<file path="config.mk">
export PLATFORM = sky130hd
export DESIGN_NAME = bspu_fifo
export DESIGN_NICKNAME = d
export VERILOG_FILES = /design/src/hw/rtl/bspu_fifo.sv
export SDC_FILE = /design/constraint.sdc
export NUM_CORES = 1
export LEC_CHECK = 0
export ABC_CLOCK_PERIOD_IN_PS = 1600
export BUFFER_PORTS_ARGS = -buffer_cell sky130_fd_sc_hd__buf_4
export CAP_MARGIN = 20
export CORE_UTILIZATION = 51
export CTS_BUF_LIST = sky130_fd_sc_hd__clkbuf_8
export CTS_CLUSTER_DIAMETER = 150
export DETAILED_ROUTE_END_ITERATION = 8
export PLACE_DENSITY = 0.89
export SLEW_MARGIN = 15
export SYNTH_ARGS = -nofsm -noshare
export SYNTH_HDL_FRONTEND = slang
export SYNTH_SLANG_ARGS = --single-unit
export TNS_END_PERCENT = 5
</file>
<file path="constraint.sdc">
create_clock -name clk -period 1.6 [get_ports clk]
set_clock_uncertainty 0.05 [all_clocks]
set_input_delay 0.08 -clock clk [delete_from_list [all_inputs] [get_ports clk]]
set_output_delay 0.08 -clock clk [all_outputs]
set_load 0.01 [all_outputs]
</file>
<file path="src/hw/rtl/bspu_fifo.sv">
// Small register-based FIFO, data taken from the head entry.
// No package dependency; used for the command queue and the result buffer.
module bspu_fifo #(
	parameter int W     = 8,
	parameter int DEPTH = 2,
	localparam int PW   = (DEPTH > 1) ? $clog2(DEPTH) : 1,
	localparam int CW   = $clog2(DEPTH + 1)
) (
	input  logic          clk,
	input  logic          arst_n,
	input  logic          push,
	input  logic [W-1:0]  wdata,
	input  logic          pop,
	output logic [W-1:0]  rdata,
	output logic          empty,
	output logic          full,
	output logic [CW-1:0] count
);

	logic [W-1:0]  mem_q [DEPTH];
	logic [PW-1:0] wptr_q, rptr_q;
	logic [CW-1:0] cnt_q;

	assign rdata = mem_q[rptr_q];
	assign empty = (cnt_q == '0);
	assign full  = (cnt_q == CW'(DEPTH));
	assign count = cnt_q;

	always_ff @(posedge clk) begin
		if (push) begin
			mem_q[wptr_q] <= wdata;
		end
	end

	always_ff @(posedge clk or negedge arst_n) begin
		if (!arst_n) begin
			wptr_q <= '0;
			rptr_q <= '0;
			cnt_q  <= '0;
		end else begin
			if (push) begin
				wptr_q <= (wptr_q == PW'(DEPTH - 1)) ? '0 : wptr_q + PW'(1);
			end
			if (pop) begin
				rptr_q <= (rptr_q == PW'(DEPTH - 1)) ? '0 : rptr_q + PW'(1);
			end
			if (push && !pop) begin
				cnt_q <= cnt_q + CW'(1);
			end else if (pop && !push) begin
				cnt_q <= cnt_q - CW'(1);
			end
		end
	end

endmodule

</file>
### Word-level counts from Yosys, hierarchy flattened

Memories as Yosys holds them, arrays and structs flattened.
Cells that the tools add are included.
Widths: inputs -> output; s select.

* reductions and logical operators: 6
* add/subtract/negate cells: 4
* equality and inequality tests: 1
* mux-type cells: 6

Operator list (number)
* $mux 1: 4
* $mux 2: 2
* $add 1x1->1 const B: 2
* $add 2x1->2 const B: 1
* $eq 2x2->1 const B: 1
* $logic_and 1x1->1: 2
* $logic_not 1->1: 2
* $logic_not 2->1: 1
* $reduce_bool 2->1: 1
* $sub 2x1->2 const B: 1

* memories kept: 1
* output and inout port bits: 12
* bits in registers: 4
* bits of input ports: 12
* bits in writable memories: 16
* logic and storage cells: 21

Memories
* mem_q: depth 2, width 8, read ports 1, clocked after Yosys merged registers in 0, wr ports 1, RTL line 20 `logic [W-1:0] mem_q [DEPTH];`

### Longest topological paths before layout

* depth in word-level cells: 4
* mapped depth: 5
* gate-level depth less buffers: 5

### Least setup slack after synthesis

Ideal clock, no wire load.

* path type: register -> register
* start: register wptr_q
* end: memory mem_q[0][0], enable pin
* period minus slack after synthesis: 1211 ps
* path buffers: 0
* arrival: 788 ps
* required time: 1177 ps
* setup slack: 389 ps
* library setup time: 373 ps
* cell stages (with the launch flop): 2
* cell sequence: dfrtp_1 nor2b_1

RTL lines
* from (decl): RTL line 21 `logic [PW-1:0] wptr_q, rptr_q;`
* from (signal assigned): RTL line 42 `wptr_q <= (wptr_q == PW'(DEPTH - 1)) ? '0 : wptr_q + PW'(1);`
* to (decl): RTL line 20

No word-level cell before the write port.

### Worst setup path in the final report

* start: register rptr_q
* end: output rdata[4]

* cells in the longest elaborated chain, start to end: 1

RTL lines
* from (decl): RTL line 21
* from (signal assigned): RTL line 45 `rptr_q <= (rptr_q == PW'(DEPTH - 1)) ? '0 : rptr_q + PW'(1);`
* $mem_v2 2x8
* to (decl): RTL line 14 `output logic [W-1:0] rdata,`

No other way between the ends.

==> qor.csv <==
metric,value,unit
run_status,"complete, no violations",
yosys-mux-area-fraction,0.117,
antenna_found_initial,0,
dp_slack,0.382,ns
die_h,40.9,um
ff2ff_path_depth,2,
cts_buffers,3,
postCtsResizedCells,0,
insertedDiodeCount,0,
clk_latency,0.25,ns
cts_tree,yes,
dpl-instance-area,958,um^2
nets,93,
synth_compound_area_frac,0,
drv_cap,0,
fin_area,0.00111,mm^2
hp-class,input port to asynchronous set/reset pin,
layout-drive-gt1-share,0.456,
area_delta_synth_final,44.5,%
total_power,1.73,mW
powerDensity,1550,mW/mm^2
ys_warn_count,0,
finalCritPeriodShare,0.941,
slew_headroom,0.732,
synthTopCellsByArea,"edfxtp_1 (62%), dfrtp_1 (13%), mux2_2 (12%), xor2_1 (4.5%), ha_1 (1.6%)",
critical_path_class,register to output pin,
hold_buffers,11,
ant_nets,0,
setup_viol,0,
grt_pass1_wl,2.12,mm
grt_max_degree,12,
clkTransAtPathRegs,0.07,ns
synth_top_family_by_area,multiplexers,
syn_inst,41,
hold_ws,0.111,ns
avgRoutedWirePerCell,15.3,um
synth.cell_area,771,um^2
rrSetupSlack,0.41,ns
gp_congestion,0.653,
cts-root-buf,clkbuf_8,
yosys.area.top_type,edfxtp_1,
fin_ws,0.0943,ns
synth_fa_ha_area_frac,0.0162,
post_cts_buffers,0,
placed_cells,79,
synth-simple-area-share,0.0373,
required,1.47,ns
worst_pin_slew,0.402,ns
end_kind,output pin,
coreArea,0.00135,mm^2
track_usage,0.201,
clock.fmax,0.664,GHz
die_x,40.9,um
yosys_register_bits,20,
ir_worst_vdd,0.00138,V
drt_wl_total,1.44,mm
h-tree-depth,1,
viasPerCell,4.84,
ios,24,
start_kind,register,
grt_pass1_vias,468,
rr_startpoint,wptr_q,
syn_avg_cell_area,18.8,um^2
dr_total_vias,455,
synth-seq-area-share,0.753,
reg2reg_to,mem_q[0][7],
tns,0,ns
grt-ovfl-total,0,
hold_viol,0,
clock_path_buffers,2,
drt-initial-drc-count,5,
rows,13,
synth_top_area_frac,0.623,
synth_xor_area_frac,0.0568,
start_util,0.571,
portBuffers,23,
slew_violations,0,
stdcell_count,94,
drtPass1Iterations,3,
crit_arrival,1.38,ns
rsz0062_at_grt,no,
dieArea,0.00167,mm^2
min_period,1.51,ns
synth.distinct_cells,12,
cts_num_sinks,20,
remaining_drc_errors,0,
synth_fp_nets,54,
p_leak,0.461,nW
dpl.hpwl,954,um
worst-path-max-fanout,9,
utilization,0.825,
-- cell usage in the layout, fill, tap and decap left out, drive strengths merged --
cell / Yosys / final
dfrtp: 4 / 4
xor2: 4 / 4
and2: 1 / 1
xnor2: 1 / 1
clkbuf: 0 / 3
dlygate4sd3: 0 / 11
clkinv: 0 / 1
edfxtp: 16 / 16
ha: 1 / 1
inv: 1 / 1
buf: 1 / 24
and2b: 1 / 1
nor2b: 1 / 1
nor2: 2 / 2
mux2: 8 / 8
-- critical path: stages, from the launching register on --
cell and delay [ns]:
dfrtp_1 0.59, mux2_2 0.39, buf_4 0.14
-- cells by family after synthesis --
family / after synthesis
xor gates and xnor gates: 5
adders and majority gates: 1
buffers and inverters: 2
DFF: 20
muxes: 8
and+or+nand+nor: 5
-- state kept, by name (all words and copies together), names as in the netlist --
name,flops
wptr_q,1
mem_q,16
count,2
rptr_q,1
-- how the worst max path moves through the flow --
| stage | cells after the start | start | endpoint | slack (ns) |
|---|---|---|---|---|
| after floorplan | 1 | wptr_q | mem_q[0][0] | 0.39 |
| after global placement | 2 | rptr_q | rdata[6] | 0.41 |
| after detailed placement | 2 | rptr_q | rdata[3] | 0.38 |
| after CTS | 2 | rptr_q | rdata[1] | 0.10 |
| after global routing | 2 | rptr_q | rdata[4] | 0.04 |
| final | 2 | rptr_q | rdata[4] | 0.09 |
-- layout make-up --
type                       count  area, um^2
inverter                       1        3.75
sequential                    20         581
multi-input combinational     19         175
clock buffer                   3        41.3
clock inverter                 1        3.75
fill                          73         236
timing repair buffer          35         290
tap                           15        18.8
-- per-layer routing --
| layer | vias to the layer above | GRT usage | share of wire |
|---|---|---|---|
| met4 | 0 | 0 | 0 |
| li1 | 225 | - | - |
| met5 | - | 0 | 0 |
| met1 | 215 | 0.254 | 0.45 |
| met3 | 0 | 0.0489 | 0.040 |
| met2 | 15 | 0.367 | 0.51 |
-- cell usage after synthesis (all sizes together) --
library cell,count
mux2,8
and2b,1
inv,1
ha,1
xnor2,1
xor2,4
nor2,2
buf,1
dfrtp,4
and2,1
edfxtp,16
nor2b,1
-- power by group --
part / internal, mW / switching, mW / total (mW)
clock network: 0.170 / 0.151 / 0.321
registers: 0.708 / 0.114 / 0.822
logic: 0.348 / 0.239 / 0.587
No activity file was read; power rests on OpenSTA's default activity.
