[src/hw/rtl/bspu_pkg.sv]
// Shared types and constants for the BMP scanline pixel unpacker.
// No dependencies; the front end, back end and top level refer to this package by scoped name.
package bspu_pkg;

	localparam int MAX_WIDTH_DEF     = 4096;
	localparam int PALETTE_DEPTH_DEF = 256;
	localparam int DIM_W             = 13;
	localparam int CMD_DEPTH         = 4;
	localparam int OUT_DEPTH         = 2;

	typedef enum logic [1:0] {
		MODE_1BPP  = 2'd0,
		MODE_4BPP  = 2'd1,
		MODE_8BPP  = 2'd2,
		MODE_24BPP = 2'd3
	} mode_t;

	typedef enum logic [1:0] {
		ACT_PAL_WR  = 2'd0,
		ACT_DATA    = 2'd1,
		ACT_RESTART = 2'd2
	} act_t;

	typedef enum logic [2:0] {
		CMD_PAL_WR = 3'd0,
		CMD_MONO   = 3'd1,
		CMD_NIB    = 3'd2,
		CMD_IDX    = 3'd3,
		CMD_RGB    = 3'd4,
		CMD_EXCESS = 3'd5
	} cmd_kind_t;

	localparam logic [1:0] REG_DEPTH_MODE = 2'd0;
	localparam logic [1:0] REG_WIDTH      = 2'd1;
	localparam logic [1:0] REG_HEIGHT     = 2'd2;

	localparam mode_t            MODE_RESET   = MODE_8BPP;
	localparam logic [DIM_W-1:0] WIDTH_RESET  = 13'd640;
	localparam logic [DIM_W-1:0] HEIGHT_RESET = 13'd480;

	// effective configuration: mode, plus width and height already clamped
	typedef struct packed {
		mode_t            mode;
		logic [DIM_W-1:0] width;
		logic [DIM_W-1:0] height;
	} cfg_t;

	// one unit of work for the back end
	typedef struct packed {
		cmd_kind_t        kind;
		logic [23:0]      data;
		logic [7:0]       index;
		logic [DIM_W-1:0] col;
		logic [3:0]       count;
	} cmd_t;

	typedef struct packed {
		logic [7:0]  blue;
		logic [7:0]  green;
		logic [7:0]  red;
		logic [11:0] x;
		logic        row_end;
		logic        excess;
		logic        last;
	} res_t;

endpackage

[src/hw/rtl/bspu_front.sv]
// Front end: accepts input items, tracks row/column/row-count state and
// turns each item into at most one back-end command. Depends on bspu_pkg.
module bspu_front #(
	parameter int MAX_WIDTH     = bspu_pkg::MAX_WIDTH_DEF,
	parameter int PALETTE_DEPTH = bspu_pkg::PALETTE_DEPTH_DEF
) (
	input  logic             clk,
	input  logic             arst_n,
	input  bspu_pkg::cfg_t   cfg,
	input  logic             item_valid,
	output logic             item_ready,
	input  logic [1:0]       action,
	input  logic [7:0]       data_byte,
	input  logic [7:0]       palette_index,
	input  logic [23:0]      palette_color,
	output logic             cmd_push,
	output bspu_pkg::cmd_t   cmd,
	input  logic             cmd_full
);

	localparam int DIM_W   = bspu_pkg::DIM_W;
	localparam int DIM_MAX = (1 << DIM_W) - 1;
	localparam int EFF_MAX = (MAX_WIDTH > DIM_MAX) ? DIM_MAX : MAX_WIDTH;
	localparam int POS_W   = $clog2(EFF_MAX * 3 + 4);

	logic [DIM_W-1:0] col_q, col_d;
	logic [POS_W-1:0] rowpos_q, rowpos_d;
	logic [DIM_W-1:0] rowcnt_q, rowcnt_d;
	logic [15:0]      partial_q, partial_d;
	logic [1:0]       phase_q, phase_d;

	logic [DIM_W:0]   w14;
	logic [DIM_W+1:0] w15;
	logic [POS_W-1:0] data_len, dl_p3, padded;
	logic [POS_W:0]   pos_inc;
	logic [DIM_W-1:0] remain;
	logic [3:0]       cap, n;
	logic             in_data, excess, accept;

	assign item_ready = !cmd_full;
	assign accept     = item_valid && item_ready;

	always_comb begin
		w14 = {1'b0, cfg.width};
		w15 = {2'b00, cfg.width};
		unique case (cfg.mode)
			bspu_pkg::MODE_1BPP: begin
				data_len = POS_W'((w14 + (DIM_W+1)'(7)) >> 3);
				cap      = 4'd8;
			end
			bspu_pkg::MODE_4BPP: begin
				data_len = POS_W'((w14 + (DIM_W+1)'(1)) >> 1);
				cap      = 4'd2;
			end
			bspu_pkg::MODE_8BPP: begin
				data_len = POS_W'(w14);
				cap      = 4'd1;
			end
			bspu_pkg::MODE_24BPP: begin
				data_len = POS_W'((w15 << 1) + w15);
				cap      = (phase_q == 2'd2) ? 4'd1 : 4'd0;
			end
		endcase
		dl_p3   = data_len + POS_W'(3);
		padded  = {dl_p3[POS_W-1:2], 2'b00};
		// column can sit past the width after a mid-row width change
		remain  = (col_q < cfg.width) ? cfg.width - col_q : '0;
		n       = (remain < {{(DIM_W-4){1'b0}}, cap}) ? remain[3:0] : cap;
		in_data = rowpos_q < data_len;
		excess  = rowcnt_q >= cfg.height;
		pos_inc = {1'b0, rowpos_q} + (POS_W+1)'(1);

		col_d     = col_q;
		rowpos_d  = rowpos_q;
		rowcnt_d  = rowcnt_q;
		partial_d = partial_q;
		phase_d   = phase_q;
		cmd_push  = 1'b0;
		cmd       = '0;

		if (accept) begin
			unique case (action)
				bspu_pkg::ACT_PAL_WR: begin
					if (int'(palette_index) < PALETTE_DEPTH) begin
						cmd_push  = 1'b1;
						cmd.kind  = bspu_pkg::CMD_PAL_WR;
						cmd.data  = palette_color;
						cmd.index = palette_index;
					end
				end
				bspu_pkg::ACT_DATA: begin
					if (excess) begin
						cmd_push  = 1'b1;
						cmd.kind  = bspu_pkg::CMD_EXCESS;
						cmd.count = 4'd1;
					end else begin
						if (in_data) begin
							col_d     = col_q + {{(DIM_W-4){1'b0}}, n};
							cmd_push  = (n != 4'd0);
							cmd.col   = col_q;
							cmd.count = n;
							cmd.data  = {16'h0000, data_byte};
							unique case (cfg.mode)
								bspu_pkg::MODE_1BPP:  cmd.kind = bspu_pkg::CMD_MONO;
								bspu_pkg::MODE_4BPP:  cmd.kind = bspu_pkg::CMD_NIB;
								bspu_pkg::MODE_8BPP:  cmd.kind = bspu_pkg::CMD_IDX;
								bspu_pkg::MODE_24BPP: cmd.kind = bspu_pkg::CMD_RGB;
							endcase
							if (cfg.mode == bspu_pkg::MODE_24BPP) begin
								cmd.data = {data_byte, partial_q};
								if (phase_q == 2'd0) begin
									partial_d = {8'h00, data_byte};
									phase_d   = 2'd1;
								end else if (phase_q == 2'd1) begin
									partial_d = {data_byte, partial_q[7:0]};
									phase_d   = 2'd2;
								end else begin
									partial_d = '0;
									phase_d   = 2'd0;
								end
							end
						end
						if (pos_inc >= {1'b0, padded}) begin
							rowpos_d  = '0;
							col_d     = '0;
							partial_d = '0;
							phase_d   = 2'd0;
							rowcnt_d  = rowcnt_q + DIM_W'(1);
						end else begin
							rowpos_d = pos_inc[POS_W-1:0];
						end
					end
				end
				bspu_pkg::ACT_RESTART: begin
					col_d     = '0;
					rowpos_d  = '0;
					rowcnt_d  = '0;
					partial_d = '0;
					phase_d   = 2'd0;
				end
				default: begin
				end
			endcase
		end
	end

	always_ff @(posedge clk or negedge arst_n) begin
		if (!arst_n) begin
			col_q     <= '0;
			rowpos_q  <= '0;
			rowcnt_q  <= '0;
			partial_q <= '0;
			phase_q   <= 2'd0;
		end else begin
			col_q     <= col_d;
			rowpos_q  <= rowpos_d;
			rowcnt_q  <= rowcnt_d;
			partial_q <= partial_d;
			phase_q   <= phase_d;
		end
	end

`ifndef SYNTHESIS
	a_phase_range: assert property (@(posedge clk) disable iff (!arst_n)
		phase_q != 2'd3)
		else $error("24-bit gather phase out of range");
	a_col_le_width: assert property (@(posedge clk) disable iff (!arst_n)
		cmd_push && cmd.kind != bspu_pkg::CMD_PAL_WR && cmd.kind != bspu_pkg::CMD_EXCESS
		|-> ({1'b0, cmd.col} + {{(DIM_W-3){1'b0}}, cmd.count}) <= {1'b0, cfg.width})
		else $error("pixel run extends past the row");
	a_excess_holds: assert property (@(posedge clk) disable iff (!arst_n)
		cmd_push && cmd.kind == bspu_pkg::CMD_EXCESS |=> $stable(rowcnt_q) && $stable(rowpos_q))
		else $error("excess byte moved the row state");
`endif

endmodule

[config.mk]
export PLATFORM = sky130hd
export DESIGN_NAME = bspu_front
export DESIGN_NICKNAME = d
export VERILOG_FILES = /design/src/hw/rtl/bspu_pkg.sv /design/src/hw/rtl/bspu_front.sv
export SDC_FILE = /design/constraint.sdc
export NUM_CORES = 1
export LEC_CHECK = 0
export ABC_AREA = 1
export BUFFER_PORTS_ARGS = -buffer_cell sky130_fd_sc_hd__buf_2
export CAP_MARGIN = 0
export CORE_UTILIZATION = 45
export DETAILED_ROUTE_END_ITERATION = 10
export GPL_TIMING_DRIVEN = 0
export PLACE_DENSITY = 0.76
export SYNTH_ARGS = -nofsm -noshare
export SYNTH_HDL_FRONTEND = slang
export SYNTH_SLANG_ARGS = --single-unit
[constraint.sdc]
create_clock -name clk -period 5.95 [get_ports clk]
set_input_delay 0.2975 -clock clk [delete_from_list [all_inputs] [get_ports clk]]
set_output_delay 0.2975 -clock clk [all_outputs]
set_load 0.05 [all_outputs]
======== Word level (Yosys, flattened, before mapping) ========
Index checks and enable logic that the tools add are counted.
storage, ports and cells
  bits in writable memories ............... 0
  memories ................................ 0
  input port bits ......................... 74
  output and inout bits ................... 54
  word-level logic and storage cells ...... 88
  ROM bits ................................ 0
  register bits ........................... 58
  latch bits .............................. 0
cells by class
  bitwise operators ....................... 0
  mux-type cells .......................... 45
  $mul .................................... 0
  eq/ne operators ......................... 12
  reductions and logical operators ........ 12
  add/subtract/negate cells ............... 8
  divide/modulo/power cells ............... 0
  shifts and indexed selects .............. 0
  magnitude comparators ................... 5
operators by type and width
  operator               count
  $mux 16                6
  $mux 13                7
  $pmux 14 s4            1
  $pmux 27 s2            1
  $mux 52                1
  $pmux 13 s2            2
  $mux 24                2
  $mux 17                2
  $pmux 16 s2            1
  $mux 14                2
  $pmux 14 s2            1
  $mux 27                1
  $pmux 4 s4             1
  $add 14x1->15 const B  1
  $ge 15x14->1           1
  $add 13x1->14 const B  1
  $add 13x3->14 const B  1
  $add 14x13->14         1
  $add 14x2->14 const B  1
  $lt 14x14->1           1
  $add 13x1->13 const B  1
  $add 13x4->13          1
  $ge 13x13->1           1
  $lt 13x13->1           1
  other kinds (24)       43

======== Longest topological paths before layout ========
Gate-level depths: netlist (run 1).
  depth after elaboration ................. 10
  mapped depth ............................ 34
  gate-level depth less buffers ........... 34

======== Worst setup path after synthesis (run 1) ========
No wires, ideal clock.
  path kind ............................... input port to output port
  start point ............................. in cfg[13] (netlist bit)
  end point ............................... out cmd[2] (netlist bit)
  stages on the path ...................... 23
  arrival time ............................ 4.156 ns
  setup slack ............................. 1.496 ns
  cell sequence ........................... ha_1 inv_1 fa_1 inv_1 a21oi_1 o21ai_0 nand2_1 nand2_1 nand2_1 nand2_1 o21ai_0 a21oi_1 inv_1 ha_1 a21oi_1 o21ai_0 nand3_1 a21oi_1 a211oi_1 nand2_1 inv_1 nand3_1 nor3_1
RTL lines
  item         line              text
  from (decl)  bspu_front.sv:9   input bspu_pkg::cfg_t cfg,
  to (decl)    bspu_front.sv:17  output bspu_pkg::cmd_t cmd,

==> metrics, run 1 <==
outcome completed; initial antenna violation count 0; Post-Route WL 21100 microns; H-tree Lvls 3; Syn Nets 1347; RSZ-0062 raised after global routing no; Num CTS Buffers 9; post-DP HPWL 17000 microns; pwr/cell area between 200 and 300 nW/um^2; Syn Area/Cell ~6.3 sq um; Site Rows between 40 and 50; mapped cell area between 7000 and 8000 sq um; post-route setup TNS 0 ps; vias in the first global route between 7000 and 8000; clk buf depth 2; die width ~130 microns; final setup margin 612 ps; maximum vdd drop approximately 0.00018 V; Sink Count 58; # IOs 128; overall routing resource usage 0.248; Peak Freq ~190 MHz; routed vias 8134; most frequent cells in the layout nand2_1 (316), inv_1 (182), buf_2 (129), nor2_1 (97), a21oi_1 (85); register area 1450 sq um; count of final max-slew check failures 0; WL/cell between 10 and 15 microns; post_cts resized 0; post-synthesis compound-gate area fraction 0.164; die area 17200 sq um; initial core utilization 0.466; global-route wire length before repair about 33000 microns; Final ANT Viol Nets 0; xor/xnor cell area share of the yosys netlist 0.0468; first drt pass iteration count 5; drt drc 0; total grt overflow 0; RePlAce Congestion approximately 0.95; clk_skew 6.99 ps; Crit. End Element output pin; Slew @ Worst Pin 766 ps; Die Span Y 131 microns; post-synthesis mux area share 0; Min-Delay Path Class primary input to async pin; Max-cap violations 0; sequential area share after synthesis 0.194; Reg clk slew, reported paths around 50 ps; slew margin rel. 0.490; worst path arrival time approximately 5000 ps; fin util 0.539; Core Box Area ~16000 sq um; largest family of logic cells by synthesized area simple AND/OR/NAND/NOR gates; CP Launch Point cfg[14]; FF-to-FF Start col_q[4]$_DFFE_PN0P_; Min Clock Period, post-route ~5300 ps; Clock Latency Late Sink 330 ps; Post CTS Setup Buffer Count 0; Seq cells post-synth 58; Area growth, synth to finish 15.6%; First DRT Iteration DRCs 639; Layout fillers 1598; pin count of the biggest net entering global routing just under 60; simple logic cell fraction of the synthesized area 0.341; share of layout cells above drive strength 1 0.139; Synth Area in Adders 0.142; IO buf count roughly 130; final setup violation count 0; most common cell after layout, fill and taps aside nand2_1; Critical Path RT between 5000 and 6000 ps; Final Non-Filler Cells between 1500 and 2000; antenna cells 0; Hold Violations, Final 0; crit path kind primary input to output pin; leak pwr 4.64 nW; pre-CTS WS about 770 ps; count of different cell masters after synthesis approximately 50; Cells after Synth 1190; Worst setup SP type primary input; vias per cell 5.26; synth warn 0; Cells after DPL between 1500 and 2000; Final nets about 1500; footprint of the multi-input gates 5190 sq um; crit-path max FO 10; CTS Hold Bufs 0; CTS tree yes; fin crit share 0.897; clk root buf clkbuf_16
==> final cells by class <==
| class | instances | share of cell area |
|---|---|---|
| repair buffers | 127 | 0.0737 |
| well taps | 216 | 0.0312 |
| plain buffers | 25 | 0.0152 |
| clock buffers | 13 | 0.0301 |
| multi-input cells | 917 | 0.600 |
| inverters | 190 | 0.0824 |
| flip-flops and latches | 58 | 0.168 |
==> through the flow <==
step / power [mW] / instance area, sq um / hold WS, ps
final: 2.52 / 8650 / 29.4
after global routing: 2.75 / 8650 / 106
after CTS: 2.52 / 8650 / 266
after detailed placement: 2.04 / 8390 / 468
after global placement: 2.00 / 8390 / 466
after floorplan: 1.69 / 7490 / 1.91
==> flip-flops by register name (all words and copies together), names as in the netlist <==
register   cells
col_q         13
partial_q     16
phase_q        2
rowcnt_q      13
rowpos_q      14
==> per-layer routing <==
layer | vias to the layer above | track usage | routed length [microns]
met3 | 30 | 0.0354 | 998
met5 | - | 0 | 0
met2 | 205 | 0.413 | 10100
met1 | 3705 | 0.329 | 9460
li1 | 4194 | - | -
met4 | 0 | 0.0784 | 474
==> power breakdown <==
part / switching [mW] / internal, mW / total [mW]
Combinational: 0.905 / 0.492 / 1.40
Clock: 0.169 / 0.297 / 0.466
Sequential: 0.131 / 0.526 / 0.657
==> worst max-delay path, stage by stage <==
cell and delay [ps]:
buf_2 150, ha_1 240, inv_1 90, fa_1 360, inv_1 100, a21oi_1 70, o21ai_0 420, nand2_1 150
nand2_1 90, nand2_1 50, nand2_1 70, o21ai_0 100, a21oi_1 190, inv_1 120, ha_1 300, a21oi_1 120
o21ai_0 100, nand3_1 80, a21oi_1 60, a211oi_1 350, nand2_1 230, nor2_1 390, buf_2 300, o211ai_1 130
a21oi_1 170, buf_2 290
==> cells by family after synthesis <==
group | after synthesis
AOI/OAI and AO/OA | 217
xor gates and xnor gates | 40
adders and majority gates | 83
buffers and inverters | 215
DFF | 58
and+or+nand+nor | 577
==> Yosys cell counts (all sizes together) <==
master | count | share of area
nand2 | 321 | 0.17
inv | 188 | 0.094
nor2 | 105 | 0.059
nand3 | 87 | 0.062
o21ai | 87 | 0.063
a21oi | 86 | 0.058
ha | 80 | 0.13
dfrtp | 58 | 0.19
xor2 | 33 | 0.039
nor3 | 24 | 0.019
nand4 | 18 | 0.016
clkbuf | 15 | 0.0075
nor4 | 12 | 0.010
o22ai | 11 | 0.0092
buf | 10 | 0.010
o211ai | 9 | 0.0090
xnor2 | 7 | 0.0082
a21boi | 5 | 0.0050
nand3b | 5 | 0.0050
o21a | 4 | 0.0040
fa | 3 | 0.0080
o21bai | 3 | 0.0030
o221ai | 3 | 0.0035
or2 | 3 | 0.0025
a31oi | 2 | 0.0017
clkinv | 2 | 0.0010
o2111ai | 2 | 0.0023
a211oi | 1 | 0.0010
a21o | 1 | 0.0010
a32oi | 1 | 0.0012
a41oi | 1 | 0.0012
nand2b | 1 | 0.00084
nor3b | 1 | 0.0010
o41ai | 1 | 0.0012
==> final timing paths <==
| path | cells after the start | slack, ps | to |
|---|---|---|---|
| max | 26 | 610 | cmd[30] |
| min | 1 | 30 | rowpos_q[12]$_DFFE_PN0P_ |
| max reg2reg | 29 | 780 | col_q[10]$_DFFE_PN0P_ |
| min reg2reg | 2 | 480 | partial_q[3]$_DFFE_PN0P_ |
| max in group asynchronous | 1 | 5400 | rowcnt_q[8]$_DFFE_PN0P_ |
| min in group clk | 3 | 280 | partial_q[15]$_DFFE_PN0P_ |
Note: power is estimated with default switching activity, not from simulation.
==> run 2: changes to the inputs <==
==> constraint.sdc (replaced) <==
create_clock -name clk -period 5.95 [get_ports clk]
set_input_delay 0.8925 -clock clk [delete_from_list [all_inputs] [get_ports clk]]
set_output_delay 0.8925 -clock clk [all_outputs]
set_load 0.05 [all_outputs]
==> metrics, run 2 (synthesized netlist as in run 1, its figures left out) <==
Crit. End Element output pin; Area growth, synth to finish 18.0%; most common cell after layout, fill and taps aside nand2_1; Num CTS Buffers 9 (unchanged); final setup violation count 0 (unchanged); Cells after DPL 1533 (unchanged); Core Box Area 16100 sq um (unchanged); Clock Latency Late Sink 330 ps (about the same); Final ANT Viol Nets 0 (unchanged); RePlAce Congestion 0.946 (unchanged); share of layout cells above drive strength 1 0.152 (+0.0128); CTS tree yes; Worst setup SP type primary input; maximum vdd drop 0.000181 V (+0.27%); vias in the first global route 7226 (+0.26%); FF-to-FF Start col_q[4]$_DFFE_PN0P_; Final nets 1491 (+0.40%); Post-Route WL 21400 microns (+1.4%); Die Span Y 131 microns (unchanged); Slew @ Worst Pin 761 ps (-4.90 ps); Biggest register partial_q; slew margin rel. 0.493 (+0.00327); clk root buf clkbuf_16; Site Rows 46 (unchanged); vias per cell 5.29 (+0.46%); CP Launch Point cfg[14]; WL/cell 13.8 microns (+0.98%); hold slack final 483 ps (+454 ps); global-route wire length before repair 33500 microns (+0.16%); Min-Delay Path Class flop to flop; end of the critical path cmd[35]; max reg flops 16 (unchanged); fin util 0.550 (+0.0111); First DRT Iteration DRCs 641 (+0.31%); Peak Freq 175 MHz (-6.5%); initial core utilization 0.466 (unchanged); first drt pass iteration count 5 (unchanged); clk buf depth 2 (unchanged); worst path arrival time 4810 ps (-230 ps); CP Buf/Inv Count 6 (unchanged); Max-cap violations 0 (unchanged); Min Clock Period, post-route 5710 ps (+368 ps); R2R cell count 29 (unchanged); die width 131 microns (unchanged); r2r endpoint col_q[10]$_DFFE_PN0P_; pwr/cell area 290 nW/um^2 (-0.48%); total power 2.56 mW (+1.6%); post-DP HPWL 17000 microns (unchanged); crit path kind primary input to output pin; leak pwr 4.66 nW (+0.53%); outcome completed; Hold Violations, Final 0 (unchanged); H-tree Lvls 3 (unchanged); highest-delay cell along the critical path fa_1; crit-path max FO 6 (-4); IO buf count 127 (unchanged); total grt overflow 0 (unchanged); top flop regs partial_q x16, rowpos_q x14; count of final max-slew check failures 0 (unchanged); Reg clk slew, reported paths 50 ps (about the same); fin crit share 0.959 (+0.0619); most used cell along the critical path a21oi_1; pin count of the biggest net entering global routing 59 (unchanged); drt drc 0 (unchanged); most frequent cells in the layout nand2_1 (315), inv_1 (178), buf_2 (98), nor2_1 (96), a21oi_1 (84); crit-path leading delay family compound AO/OA/AOI/OAI gates; clk_skew 7.52 ps (+0.522 ps); antenna cells 0 (unchanged); Worst R2R Setup Slack 790 ps (about the same); initial antenna violation count 0 (unchanged); die area 17200 sq um (unchanged); overall routing resource usage 0.248 (about the same); Sink Count 58 (unchanged); # IOs 128 (unchanged); Critical Path RT 5060 ps (-590 ps); routed vias 8203 (+0.85%); Final Non-Filler Cells 1552 (+0.39%); Worst path max stage delay 370 ps (-50 ps); Crit path depth 26 (unchanged)
[run 2: worst min-delay path, cell delays in order (launching register included)]
cell and delay (ps):
dfrtp_1 340, nand2_1 60, nand2_1 50
[run 2: cell type report]
type                       instances  area, sq um
multi-input combinational        917         5240
inverter                         190          713
tap                              216          270
buffer                            25          141
clock buffer                      13          260
timing repair buffer             133          758
sequential                        58         1450
fill                            1567         7230
[run 2: through the flow]
step / worst slack (ps) / area [sq um] / TNS (ps)
after global placement: -446 / 8390 / -12890
after detailed placement: -419 / 8390 / -12380
after floorplan: 306 / 7490 / 0
after global routing: -4.65 / 8830 / -14.2
final: 243 / 8830 / 0
after CTS: 31.2 / 8670 / 0
[run 2: how the worst min path moves through the flow]
stage	start	endpoint	slack, ps	cells past startpoint
3_3_place_gp	partial_q[7]$_DFFE_PN0P_	partial_q[7]$_DFFE_PN0P_	470	2
3_5_place_dp	partial_q[3]$_DFFE_PN0P_	partial_q[3]$_DFFE_PN0P_	470	2
4_1_cts	partial_q[3]$_DFFE_PN0P_	partial_q[3]$_DFFE_PN0P_	480	2
6_report	partial_q[3]$_DFFE_PN0P_	partial_q[3]$_DFFE_PN0P_	480	2
5_1_grt	partial_q[4]$_DFFE_PN0P_	partial_q[4]$_DFFE_PN0P_	500	2
2_1_floorplan	partial_q[0]$_DFFE_PN0P_	partial_q[0]$_DFFE_PN0P_	450	2
[run 2: repair_timing]
| action | CTS | global route |
|---|---|---|
| gates resized for setup | 6 | 63 |
| cloned | 0 | 1 |
| buffers inserted | 0 | 5 |
| pin swaps | 0 | 7 |
| endpoints found under the setup margin | 42 | 45 |
| hold buffers | 0 | 0 |
[run 2: routing by layer]
layer  part of all wire  global-route usage  up-vias  wire length, microns
met5                  0                   0        -                     0
met4              0.026              0.0811        0                   562
met2               0.48               0.413      233                 10200
met1               0.44               0.329     3725                  9450
li1                   -                   -     4210                     -
met3              0.053              0.0346       35                  1130
[run 2: report_power, final]
group | switching, mW | internal (mW) | total [mW]
clock network | 0.168 | 0.297 | 0.465
logic | 0.925 | 0.512 | 1.44
registers | 0.132 | 0.526 | 0.658
==> run 3: changes to the inputs <==
--- a/config.mk
+++ b/config.mk
@@ -12,6 +12,8 @@
 export DETAILED_ROUTE_END_ITERATION = 10
 export GPL_TIMING_DRIVEN = 0
 export PLACE_DENSITY = 0.76
+export SETUP_SLACK_MARGIN = 0.3
+export SLEW_MARGIN = 20
 export SYNTH_ARGS = -nofsm -noshare
 export SYNTH_HDL_FRONTEND = slang
 export SYNTH_SLANG_ARGS = --single-unit
==> metrics, run 3 (synthesized netlist as in run 1, its figures left out) <==
min-delay src partial_q[6]$_DFFE_PN0P_; FF-to-FF Start col_q[4]$_DFFE_PN0P_; Finished Cell Area 9070 sq um (+2.7%); IO buf count 127 (unchanged); First DRT Iteration DRCs 459 (-28%); Min Clock Period, post-route 5510 ps (-197 ps); final setup margin 440 ps (+197 ps); global-route wire length before repair 34300 microns (+2.2%); Peak Freq 181 MHz (+3.6%); initial core utilization 0.466 (unchanged); top flop regs partial_q x16, rowpos_q x14; Critical Path RT 5060 ps (about the same); Clock Latency Late Sink 330 ps (about the same); Site Rows 46 (unchanged); pwr/cell area 292 nW/um^2 (+0.77%); max reg flops 16 (unchanged); Crit. End Element output pin; Sink Count 58 (unchanged); Worst setup SP type primary input; footprint of the multi-input gates 5320 sq um (+1.5%); Max-cap violations 0 (unchanged); first drt pass iteration count 5 (unchanged); Slew @ Worst Pin 768 ps (+6.89 ps); CP Launch Point cfg[15]; die area 17200 sq um (unchanged); Area growth, synth to finish 21.2%; WL/cell 13.8 microns (+0.35%); routed vias 8253 (+0.61%); clk root buf clkbuf_16; pre-CTS WS -426 ps (-7.00 ps); maximum vdd drop 0.000172 V (-5.4%); outcome completed; drt drc 0 (unchanged); share of layout cells above drive strength 1 0.177 (+0.0254); post-DP HPWL 17100 microns (+0.51%); CTS tree yes; vias in the first global route 7396 (+2.4%); die width 131 microns (unchanged); RePlAce Congestion 0.946 (unchanged); count of final max-slew check failures 0 (unchanged); RSZ-0062 raised after global routing no; leak pwr 4.76 nW (+2.0%); Psw 1.25 mW (+2.4%); CTS Hold Bufs 0 (unchanged); overall routing resource usage 0.252 (+0.00478); Comb pwr share 0.566 (+0.005); # IOs 128 (unchanged); crit path kind primary input to output pin; final setup violation count 0 (unchanged); clk_skew 6.74 ps (-0.780 ps); Clk pwr share 0.185 (+0.003); slew margin rel. 0.488 (-0.00459); Final nets 1505 (+0.94%); worst path arrival time 4620 ps (-190 ps); initial antenna violation count 0 (unchanged); register area 1450 sq um (unchanged); Hold Violations, Final 0 (unchanged); most common cell after layout, fill and taps aside nand2_1; Reg clk slew, reported paths 50 ps (about the same); total grt overflow 0 (unchanged); Placed Instance Area 8390 sq um (about the same); Biggest register partial_q; most frequent cells in the layout nand2_1 (314), inv_1 (174), nor2_1 (95), buf_2 (91), nand3_1 (82); Post-Route WL 21700 microns (+1.4%); switching share of power 0.473 (-0.00512); vias per cell 5.26 (-0.48%); Final ANT Viol Nets 0 (unchanged); sequential share of power 0.249 (-0.008); Die Span Y 131 microns (unchanged); Layout fillers 1538 (-1.9%); Num CTS Buffers 9 (unchanged); antenna cells 0 (unchanged); crit-path max FO 6 (unchanged); post-route setup TNS 0 ps (unchanged); pin count of the biggest net entering global routing 59 (unchanged); Core Box Area 16100 sq um (unchanged); Internal 1.40 mW (+4.5%); fin util 0.565 (+0.0149); H-tree Lvls 3 (unchanged); clk buf depth 2 (unchanged); fin crit share 0.926 (-0.0331); Min-Delay Path Class flop to flop
==> run 3: changes by cell type in the layout (fill, tap and decap cells not counted), sizes merged <==
cell / before / now
clkinv: 2 / 4
buf: 127 / 151
clkbuf: 44 / 35
==> run 3: critical path, cell delays in order <==
cell and delay, ps:
buf_2 140, inv_2 90, ha_1 300, inv_2 60
a21oi_2 150, o21ai_2 110, nand2_1 110, nand2_1 60
nand2_1 80, nand2_2 70, a21oi_1 190, o21ai_2 90
a21oi_2 190, inv_2 90, ha_4 250, a21oi_2 150
o21ai_1 70, nand3_1 100, a21oi_2 60, a211oi_2 300
nand2_2 160, nor2_4 220, buf_4 150, o211ai_1 100
a21oi_1 150, buf_2 280
==> run 3: cell type report <==
type	instances	area share
Timing Repair Buffer	147	0.0981
Multi-Input combinational cell	917	0.586
Inverter	190	0.0786
Buffer	25	0.0160
Tap cell	216	0.0298
Sequential cell	58	0.160
Clock buffer	14	0.0302
Clock inverter	2	0.00110
==> run 3: what timing repair did <==
| item | in CTS | in global routing |
|---|---|---|
| endpoints found under the hold margin | 0 | 0 |
| gates cloned | 0 | 1 |
| setup endpoints to repair | 45 | 103 |
| gates resized for setup | 38 | 52 |
| setup buffers | 8 | 11 |
| pin swaps | 0 | 17 |
==> run 3: power groups by stage <==
stage               Sequential [mW]  Combinational [mW]  Clock, mW
floorplan                     0.622                1.07          0
global placement              0.655                1.35          0
detailed placement            0.661                1.38          0
CTS                           0.656                1.42      0.494
global route                  0.678                1.70      0.512
finish                        0.659                1.50      0.491
==> run 3: routing by layer <==
layer,wire length [microns],up-vias,GRT usage
li1,-,4230,-
met1,9350,3753,0.325
met2,10600,227,0.430
met3,1170,43,0.0403
met4,582,0,0.0838
met5,0,-,0
==> run 3: path summary, 6_finish.rpt <==
check,to,slack (ps),depth (start not counted)
max,cmd[27],440,26
min,partial_q[6]$_DFFE_PN0P_,480,2
max reg2reg,col_q[10]$_DFFE_PN0P_,830,29
min reg2reg,partial_q[6]$_DFFE_PN0P_,480,2
max in group asynchronous,partial_q[6]$_DFFE_PN0P_,4810,1
min in group asynchronous,rowpos_q[12]$_DFFE_PN0P_,630,1
==> run 3: through the flow <==
stage,power (mW),hold WS (ps),cells
2_1_floorplan,1.69,450,1190
3_3_place_gp,2.00,466,1533
3_5_place_dp,2.04,468,1533
4_1_cts,2.57,482,1557
5_1_grt,2.89,497,1569
6_report,2.65,482,1569
